--- src/rtl/core/kbrl_pkg.sv ---
`default_nettype none
// ----------------------------------------------------------------------------
// kbrl_pkg
// Shared types and constants for the karma byte-rate limiter.
// ----------------------------------------------------------------------------
package kbrl_pkg;

    localparam int KARMA_W = 11;
    localparam int STEP_W  = 10;
    localparam int BPK_W   = 16;
    localparam int METER_W = 32;
    localparam int TIME_W  = 32;
    localparam int BYTES_W = 16;
    localparam int MAG_W   = KARMA_W;
    localparam int ALLOW_W = MAG_W + BPK_W;
    localparam int ADDR_W  = 5;
    localparam int DATA_W  = 32;

    typedef enum logic [2:0] {
        REG_INITIAL_KARMA  = 3'd0,
        REG_MAX_KARMA      = 3'd1,
        REG_INC_STEP       = 3'd2,
        REG_DEC_STEP       = 3'd3,
        REG_PENALTY_VALUE  = 3'd4,
        REG_RESTORE_VALUE  = 3'd5,
        REG_RESET_METER_EN = 3'd6,
        REG_BYTES_PER_KARMA = 3'd7
    } kbrl_reg_t;

    localparam logic signed [KARMA_W-1:0] RST_INITIAL_KARMA = 11'sd5;
    localparam logic signed [KARMA_W-1:0] RST_MAX_KARMA     = 11'sd10;
    localparam logic [STEP_W-1:0]         RST_INC_STEP      = 10'd1;
    localparam logic [STEP_W-1:0]         RST_DEC_STEP      = 10'd0;
    localparam logic signed [KARMA_W-1:0] RST_PENALTY_VALUE = -11'sd5;
    localparam logic signed [KARMA_W-1:0] RST_RESTORE_VALUE = 11'sd5;
    localparam logic [BPK_W-1:0]          RST_BYTES_PER_KARMA = 16'd100;

    typedef struct packed {
        logic signed [KARMA_W-1:0] max_karma;
        logic [STEP_W-1:0]         inc_step;
        logic [STEP_W-1:0]         dec_step;
        logic signed [KARMA_W-1:0] penalty_value;
        logic signed [KARMA_W-1:0] restore_value;
        logic                      reset_meter_en;
        logic [BPK_W-1:0]          bytes_per_karma;
    } kbrl_cfg_t;

    typedef struct packed {
        logic signed [KARMA_W-1:0] karma;
        logic [METER_W-1:0]        meter;
        logic [TIME_W-1:0]         last_credit;
    } kbrl_state_t;

    function automatic logic [MAG_W-1:0] karma_mag(input logic signed [KARMA_W-1:0] k);
        logic [MAG_W-1:0] u;
        u = k;
        return k[KARMA_W-1] ? (~u + MAG_W'(1)) : u;
    endfunction

endpackage
`default_nettype wire

--- src/rtl/core/kbrl_update.sv ---
`default_nettype none
// ----------------------------------------------------------------------------
// kbrl_update
// One read event: heartbeat credit followed by the byte charge.
// ----------------------------------------------------------------------------
module kbrl_update import kbrl_pkg::*; #(
    parameter int HEARTBEAT_SECONDS = 2
) (
    input  kbrl_cfg_t            cfg,
    input  logic [ALLOW_W-1:0]   restore_allow,
    input  kbrl_state_t          cur,
    input  logic [TIME_W-1:0]    now_seconds,
    input  logic [BYTES_W-1:0]   byte_count,
    output kbrl_state_t          nxt,
    output logic                 over_limit
);

    localparam logic [TIME_W:0] HB = (TIME_W+1)'(HEARTBEAT_SECONDS);

    logic signed [KARMA_W-1:0] k0;
    logic signed [KARMA_W:0]   raised;
    logic signed [KARMA_W:0]   clamped;
    logic signed [KARMA_W-1:0] k_cr;
    logic signed [KARMA_W-1:0] k1;
    logic signed [KARMA_W:0]   k_dec;
    logic                      credit;
    logic                      ended;
    logic [ALLOW_W-1:0]        allow_cur;
    logic [ALLOW_W-1:0]        allow_cr;
    logic [ALLOW_W-1:0]        allow_ch;
    logic [METER_W-1:0]        meter_sub;
    logic [METER_W-1:0]        meter1;
    logic [METER_W:0]          meter_sum;
    logic [METER_W-1:0]        meter2;

    always_comb begin
        k0     = cur.karma;
        credit = (cur.last_credit == '0) ||
                 (({1'b0, cur.last_credit} + HB) <= {1'b0, now_seconds});
        raised = {k0[KARMA_W-1], k0} + $signed({2'b00, cfg.inc_step});
        ended  = k0[KARMA_W-1] && !raised[KARMA_W];
        clamped = (raised > $signed({cfg.max_karma[KARMA_W-1], cfg.max_karma}))
                ? $signed({cfg.max_karma[KARMA_W-1], cfg.max_karma}) : raised;
        k_cr   = clamped[KARMA_W-1:0];

        allow_cur = karma_mag(k0) * cfg.bytes_per_karma;
        allow_cr  = karma_mag(k_cr) * cfg.bytes_per_karma;

        meter_sub = (cur.meter > METER_W'(allow_cr)) ? cur.meter - METER_W'(allow_cr) : '0;

        if (!credit) begin
            k1       = k0;
            meter1   = cur.meter;
            allow_ch = allow_cur;
        end else if (ended) begin
            k1       = cfg.restore_value;
            meter1   = cfg.reset_meter_en ? '0 : ((k_cr > 0) ? meter_sub : cur.meter);
            allow_ch = restore_allow;
        end else begin
            k1       = k_cr;
            meter1   = (k_cr > 0) ? meter_sub : cur.meter;
            allow_ch = allow_cr;
        end

        meter_sum = {1'b0, meter1} + (METER_W+1)'(byte_count);
        meter2    = meter_sum[METER_W] ? '1 : meter_sum[METER_W-1:0];

        k_dec = {k1[KARMA_W-1], k1} - $signed({2'b00, cfg.dec_step});

        nxt.meter       = meter2;
        nxt.last_credit = credit ? now_seconds : cur.last_credit;
        if (meter2 > METER_W'(allow_ch)) begin
            nxt.karma = (k_dec <= 0) ? cfg.penalty_value : k_dec[KARMA_W-1:0];
        end else begin
            nxt.karma = k1;
        end
        over_limit = (nxt.karma <= 0);
    end

endmodule
`default_nettype wire

--- src/rtl/core/karma_byte_rate_limiter_core.sv ---
`default_nettype none
// ----------------------------------------------------------------------------
// karma_byte_rate_limiter_core
// Karma-based byte-rate limiter with an APB register port.
// ----------------------------------------------------------------------------
// Takes one read-event beat per cycle while s_ready is high and presents its
// result beat from the result register once the event has passed the input
// register; result back-pressure can hold the event between the two. The
// karma, byte meter and last-credit time are updated once per event through
// one add/clamp, two 11x16 multiplies and one compare chain; that loop sets
// the throughput of one event per clock unless result beats back up. The
// input stalls only while a result beat waits and the input register is
// full. Registers sit at byte addresses 4*i; writing initial_karma also
// reloads the live karma. restore_allow_reg lags the config registers.
module karma_byte_rate_limiter_core import kbrl_pkg::*; #(
    parameter int HEARTBEAT_SECONDS = 2
) (
    input  wire logic                      aclk,
    input  wire logic                      aresetn,
    input  wire logic                      s_valid,
    output logic                           s_ready,
    input  wire logic [TIME_W-1:0]         s_now_seconds,
    input  wire logic [BYTES_W-1:0]        s_byte_count,
    output logic                           m_valid,
    input  wire logic                      m_ready,
    output logic                           m_over_limit,
    output logic signed [KARMA_W-1:0]      m_karma_now,
    input  wire logic                      psel,
    input  wire logic                      penable,
    input  wire logic                      pwrite,
    input  wire logic [ADDR_W-1:0]         paddr,
    input  wire logic [DATA_W-1:0]         pwdata,
    output logic [DATA_W-1:0]              prdata,
    output logic                           pready
);

    logic signed [KARMA_W-1:0] initial_karma_reg;
    kbrl_cfg_t                 cfg_reg;
    logic [ALLOW_W-1:0]        restore_allow_reg;
    kbrl_state_t               state_reg;
    kbrl_state_t               state_next;

    logic                      in_valid_reg;
    logic [TIME_W-1:0]         in_now_reg;
    logic [BYTES_W-1:0]        in_bytes_reg;
    logic                      out_valid_reg;
    logic                      out_over_reg;
    logic signed [KARMA_W-1:0] out_karma_reg;

    logic                      over_next;
    logic                      fire;
    logic                      wr_en;
    kbrl_reg_t                 reg_sel;

    assign pready  = 1'b1;
    assign wr_en   = psel && penable && pwrite;
    assign reg_sel = kbrl_reg_t'(paddr[ADDR_W-1:2]);

    assign fire    = in_valid_reg && (!out_valid_reg || m_ready);
    assign s_ready = !in_valid_reg || fire;

    always_ff @(posedge aclk) begin
        if (!aresetn) begin
            initial_karma_reg       <= RST_INITIAL_KARMA;
            cfg_reg.max_karma       <= RST_MAX_KARMA;
            cfg_reg.inc_step        <= RST_INC_STEP;
            cfg_reg.dec_step        <= RST_DEC_STEP;
            cfg_reg.penalty_value   <= RST_PENALTY_VALUE;
            cfg_reg.restore_value   <= RST_RESTORE_VALUE;
            cfg_reg.reset_meter_en  <= 1'b0;
            cfg_reg.bytes_per_karma <= RST_BYTES_PER_KARMA;
        end else if (wr_en) begin
            unique case (reg_sel)
                REG_INITIAL_KARMA:   initial_karma_reg       <= pwdata[KARMA_W-1:0];
                REG_MAX_KARMA:       cfg_reg.max_karma       <= pwdata[KARMA_W-1:0];
                REG_INC_STEP:        cfg_reg.inc_step        <= pwdata[STEP_W-1:0];
                REG_DEC_STEP:        cfg_reg.dec_step        <= pwdata[STEP_W-1:0];
                REG_PENALTY_VALUE:   cfg_reg.penalty_value   <= pwdata[KARMA_W-1:0];
                REG_RESTORE_VALUE:   cfg_reg.restore_value   <= pwdata[KARMA_W-1:0];
                REG_RESET_METER_EN:  cfg_reg.reset_meter_en  <= pwdata[0];
                REG_BYTES_PER_KARMA: cfg_reg.bytes_per_karma <= pwdata[BPK_W-1:0];
            endcase
        end
    end

    // allowance of the restore value, registered from the config registers
    always_ff @(posedge aclk) begin
        restore_allow_reg <= karma_mag(cfg_reg.restore_value) * cfg_reg.bytes_per_karma;
    end

    always_comb begin
        unique case (reg_sel)
            REG_INITIAL_KARMA:   prdata = DATA_W'(initial_karma_reg);
            REG_MAX_KARMA:       prdata = DATA_W'(cfg_reg.max_karma);
            REG_INC_STEP:        prdata = DATA_W'(cfg_reg.inc_step);
            REG_DEC_STEP:        prdata = DATA_W'(cfg_reg.dec_step);
            REG_PENALTY_VALUE:   prdata = DATA_W'(cfg_reg.penalty_value);
            REG_RESTORE_VALUE:   prdata = DATA_W'(cfg_reg.restore_value);
            REG_RESET_METER_EN:  prdata = DATA_W'(cfg_reg.reset_meter_en);
            REG_BYTES_PER_KARMA: prdata = DATA_W'(cfg_reg.bytes_per_karma);
        endcase
    end

    kbrl_update #(
        .HEARTBEAT_SECONDS (HEARTBEAT_SECONDS)
    ) u_update (
        .cfg           (cfg_reg),
        .restore_allow (restore_allow_reg),
        .cur           (state_reg),
        .now_seconds   (in_now_reg),
        .byte_count    (in_bytes_reg),
        .nxt           (state_next),
        .over_limit    (over_next)
    );

    always_ff @(posedge aclk) begin
        if (!aresetn) begin
            state_reg.karma       <= RST_INITIAL_KARMA;
            state_reg.meter       <= '0;
            state_reg.last_credit <= '0;
        end else if (wr_en && reg_sel == REG_INITIAL_KARMA) begin
            state_reg.karma <= pwdata[KARMA_W-1:0];
        end else if (fire) begin
            state_reg <= state_next;
        end
    end

    always_ff @(posedge aclk) begin
        if (!aresetn) begin
            in_valid_reg  <= 1'b0;
            out_valid_reg <= 1'b0;
        end else begin
            if (s_ready) begin
                in_valid_reg <= s_valid;
            end
            if (fire) begin
                out_valid_reg <= 1'b1;
            end else if (m_ready) begin
                out_valid_reg <= 1'b0;
            end
        end
    end

    always_ff @(posedge aclk) begin
        if (s_valid && s_ready) begin
            in_now_reg   <= s_now_seconds;
            in_bytes_reg <= s_byte_count;
        end
        if (fire) begin
            out_over_reg  <= over_next;
            out_karma_reg <= state_next.karma;
        end
    end

    assign m_valid      = out_valid_reg;
    assign m_over_limit = out_over_reg;
    assign m_karma_now  = out_karma_reg;

endmodule
`default_nettype wire

--- config.mk ---
export PLATFORM = sky130hd
export DESIGN_NAME = karma_byte_rate_limiter_core
export DESIGN_NICKNAME = d
export VERILOG_FILES = /design/src/rtl/core/kbrl_pkg.sv /design/src/rtl/core/kbrl_update.sv /design/src/rtl/core/karma_byte_rate_limiter_core.sv
export SDC_FILE = /design/constraint.sdc
export NUM_CORES = 2
export LEC_CHECK = 0
export BUFFER_PORTS_ARGS = -buffer_cell sky130_fd_sc_hd__buf_4
export CORE_MARGIN = 3
export CORE_UTILIZATION = 50
export DETAILED_ROUTE_END_ITERATION = 16
export GPL_ROUTABILITY_DRIVEN = 0
export GPL_TIMING_DRIVEN = 0
export PLACE_DENSITY = 0.74
export SLEW_MARGIN = 20
export SYNTH_ARGS = -nofsm -noshare
export SYNTH_HDL_FRONTEND = slang
export SYNTH_HIERARCHICAL = 1
export SYNTH_SLANG_ARGS = --single-unit
--- constraint.sdc ---
create_clock -name aclk -period 37.8 [get_ports aclk]
set_clock_uncertainty 0.15 [all_clocks]
set_input_delay 3.78 -clock aclk [delete_from_list [all_inputs] [get_ports aclk]]
set_output_delay 3.78 -clock aclk [all_outputs]
set_load 0.01 [all_outputs]
Word level (Yosys, flattened, before mapping). Index checks and enable logic that the tools add are counted.

$add $sub $neg: 8. $mul: 3. Order comparisons: 7. Eq/ne operators: 7. Muxes and demuxes: 22. Bitwise operators: 4. Reductions and logical operators: 26.

Operators with widths (number): one-hot mux 32 bit (8 select lines) (1); two-way mux 32 bit (7); two-way mux 11 bit (9); multiplier 11 x 16 -> 27 bit (3); two-way mux 75 bit (1); greater-than comparator 32 x 27 -> 1 bit (2); two-way mux 27 bit (2); adder 11 x 1 -> 11 bit, second input constant (3); adder 32 x 16 -> 33 bit (1); adder 32 x 2 -> 33 bit, second input constant (1); <= comparator 33 x 32 -> 1 bit (1); NOT 11 bit (3); logical NOT 32 bit (1); subtractor 32 x 27 -> 32 bit (1); AND reduction 2 bit (9); adder 11 x 11 -> 12 bit (1); equality test 3 bit, second input constant (4); greater-than comparator 12 x 11 -> 1 bit (1); <= comparator 12 x 1 -> 1 bit, second input constant (1); subtractor 11 x 11 -> 12 bit (1); greater-than comparator 11 x 1 -> 1 bit, second input constant (1); <= comparator 11 x 1 -> 1 bit, second input constant (1); equality test 3 x 2 -> 1 bit, second input constant (2); logical AND 1 bit (6); 8 further kinds (14).

Bits in registers: 245. Input port bits: 92. Output and inout port bits: 47. Logic and storage cells: 95.

Longest topological paths before layout.
Depth in word-level cells: 19. Gate-level depth with buffers: 92. Mapped depth without buffers: 89.

Modules after synthesis. Netlist, hierarchy kept.

Modules (own cells, without submodules): kbrl_update (instances 1, cells each 2549, area an instance 19543.7 sq um, seq. area each 0.0 sq um); karma_byte_rate_limiter_core (instances 1, cells each 1617, area an instance 15558.7 sq um, seq. area each 5505.3 sq um).

Worst setup path before layout. Ideal clock, no wire load.

Kind: reg-to-reg. Start: register state_reg[64] (netlist bit). End: register state_reg[64] (netlist bit). Arrival: 18.519 ns. Setup slack: 19.056 ns. Stages on the path, launching flop included: 87. Buffers on the path: 6. Cells stage by stage: dfxtp_1 > ha_1 > fa_1 > a211oi_1 > o21bai_1 > a31oi_2 > or4b_1 > nand4_2 > ha_1 > and4_1 > nand2_1 > o211a_1 > and4b_1 > nor3_1 > mux2i_1 > ha_1 > nand3_1 > or4_1 > (+51 left out) > nor2b_1 > o21a_1 > o21a_1 > o21a_1 > o21a_1 > o21a_1 > o21a_1 > o21ai_0 > a21boi_0 > o21ai_0 > nand2b_1 > mux2i_1 > nand4bb_2 > buf_6 > mux2i_1 > nand2_1 > and3_1 > o21ai_0.

RTL lines: start: declaration (line karma_byte_rate_limiter_core.sv:40) `kbrl_state_t state_reg;`; start signal: assignment (line karma_byte_rate_limiter_core.sv:124) `state_reg <= state_next;`.

==> summary.txt <==
Floorplan
  • # rows: 96
  • Die Area: roughly 73000 um^2
  • Core footprint: 69100 um^2
  • Starting density of the core: 0.508
  • Ports: 139
  • Chip width: between 200 and 300 um
  • Die H: 271 um

Final layout
  • Area growth syn-to-layout: 8.53%
  • Final net count: 5116
  • Max reg flops: 75
  • Post-Layout Cell Count: about 5300
  • FILL cells: 6280
  • Layout cells sized above 1: 0.0953
  • Most frequent cells in the layout: 729 x nand2_1, 534 x inv_1, 379 x fa_1
  • Most common cell after layout, fill and taps aside: nand2_1

CTS
  • Htree depth: 1
  • # hold bufs at CTS: 0
  • CTS sink cnt: about 250
  • TritonCTS Buffers: 26
  • Clock Tree Buf Depth: 3
  • CTS Root Cell: clkbuf_16
  • Worst skew pair latency: 570 ps
  • CTS tree: built
  • # Post-CTS Setup Buffers: 0
  • Worst-path clk slew: 70 ps
  • Resized Gates After CTS: 0

Critical path
  • Crit path DAT: 24390 ps
  • Most common cell on crit path: o21a_1
  • Required time worst endpoint: around 38000 ps
  • CP Class: reg2reg
  • CP Capture Type: register
  • Worst path max stage delay: between 700 and 800 ps
  • Critical path startpoint category: register
  • WP buf/inv: 9
  • Crit-path slowest cell: nor3_1
  • Crit path max fanout: 10
  • Crit-path leading delay family: compound AO/OA/AOI/OAI gates

Synth
  • Synth Cell Area: 35100 um^2
  • Synth Flop Type: dfxtp_1
  • Top cells by area, synth: fa_1 22%, ha_1 12%, dfxtp_1 11%
  • Post-synthesis cell type count: 105
  • Synth area leader: fa_1
  • Flops & latches, synth: roughly 250
  • Warnings from Yosys: 6
  • Synth Area per Inst: 8.43 um^2
  • Number of synthesized flops with an enable pin: 60
  • Fraction of registers with async set/reset: 0
  • Synth Net Count: a little under 5000
  • Cells after synthesis: 4166
  • Synth top area share: 0.216
  • Post-synthesis sequential area ratio: 0.157

Global routing
  • Initial antenna violation count: 0
  • First-pass GRT wire length: 163000 um
  • Total grt overflow: 0
  • Total Routing Usage GR: 0.277
  • Largest net degree at the start of global routing: 30
  • Vias in the first global route: 29700

Place
  • Dpl hpwl: 83900 um
  • Placed cells: 5215
  • IO buf count: 116

STA
  • Slew headroom: 0.332
  • Final hold slack: 312 ps
  • Slew @ Worst Pin: roughly 1000 ps
  • Endpoints failing hold: 0
  • Pins Over Slew Limit: 0
  • Setup violations, final: 0
  • Max Freq: 41.6 MHz
  • Unrepaired setup endpoints after global routing: false
  • Fin crit period: 24050 ps
  • Final period utilization: 0.636
  • Final setup TNS: 0 ps

Hold path
  • Hold Crit Class: reg2reg

Routing
  • WL per Instance: about 20 um
  • DR vias/cell: 5.73
  • DRT iter0 DRCs: 2686
  • Residual DRC: 0
  • Post-route ant nets: 0
  • Vias: 30200
  • Routed WL: 103000 um
  • DRT Pass-1 Iters: 6

Job
  • Max-cap violations: 0

Outcome
  • Status: finished clean
[kinds of logic after synthesis]
logic type | Yosys count | share of synthesized area
simple gates | 1481 | 0.204
buf+inv | 745 | 0.0863
fa+ha+maj | 713 | 0.335
compound gates | 677 | 0.133
flops | 245 | 0.157
xor+xnor | 170 | 0.0424
mux | 134 | 0.0426
other cells | 1 | 0.000107
[worst register-to-register path: cells and delay by family, from the launching register on]
kind	cells	cell delay, ps
fa+ha+maj	13	4800
flops	1	430
compound gates	35	8150
mux	2	410
buf+inv	9	2580
simple gates	29	7000
xor+xnor	1	480
[cell type report]
type	count	area (um^2)	share of cell area
diodes	2	5.00	0.000131
plain buffers	211	1020	0.0269
clock buffers	37	786	0.0206
clock inverters	11	131	0.00345
inverters	534	2000	0.0526
multi-input cells	3176	26600	0.698
flip-flops and latches	245	5510	0.145
well taps	931	1160	0.0306
repair buffers	118	898	0.0236
[synth_stat cells, types with 59 or more instances]
cell	instances
nor2_1	122
edfxtp_1	60
and2_1	196
mux2i_1	84
nor2b_1	89
xnor2_1	111
clkbuf_1	148
xor2_1	59
nand3_1	61
a21oi_1	154
ha_1	333
a21boi_2	60
nand2_1	729
fa_1	379
o21ai_0	140
inv_1	534
dfxtp_1	185
[stage by stage]
step	worst slack, ps	utilization	area (um^2)
floorplan	19060	-	35100
CTS	14210	0.552	38100
global route	12320	0.552	38100
global placement	14500	0.538	37100
detailed placement	14300	0.538	37200
finish	13750	0.552	38100
[path summary, 6_finish.rpt]
| check | to | slack, ps | depth (start not counted) | from |
|---|---|---|---|---|
| setup / recovery | state_reg[68]$_SDFFE_PN0P_ | 13750 | 89 | state_reg[64]$_SDFFE_PN1P_ |
| hold / removal | state_reg[6]$_SDFFE_PN0P_ | 310 | 2 | state_reg[6]$_SDFFE_PN0P_ |
| setup reg to reg | state_reg[68]$_SDFFE_PN0P_ | 13750 | 89 | state_reg[64]$_SDFFE_PN1P_ |
| hold reg to reg | state_reg[6]$_SDFFE_PN0P_ | 310 | 2 | state_reg[6]$_SDFFE_PN0P_ |
[per-layer routing]
metal | wire length, um | GRT usage | share of wire
met5 | 0 | 0 | 0
met4 | 3510 | 0.0786 | 0.034
met3 | 9590 | 0.0537 | 0.093
met2 | 46800 | 0.452 | 0.45
met1 | 43500 | 0.376 | 0.42
Power is left out: the tool's default activity adds up to more than one toggle a clock period on the data nets, which glitch-free logic cannot reach.
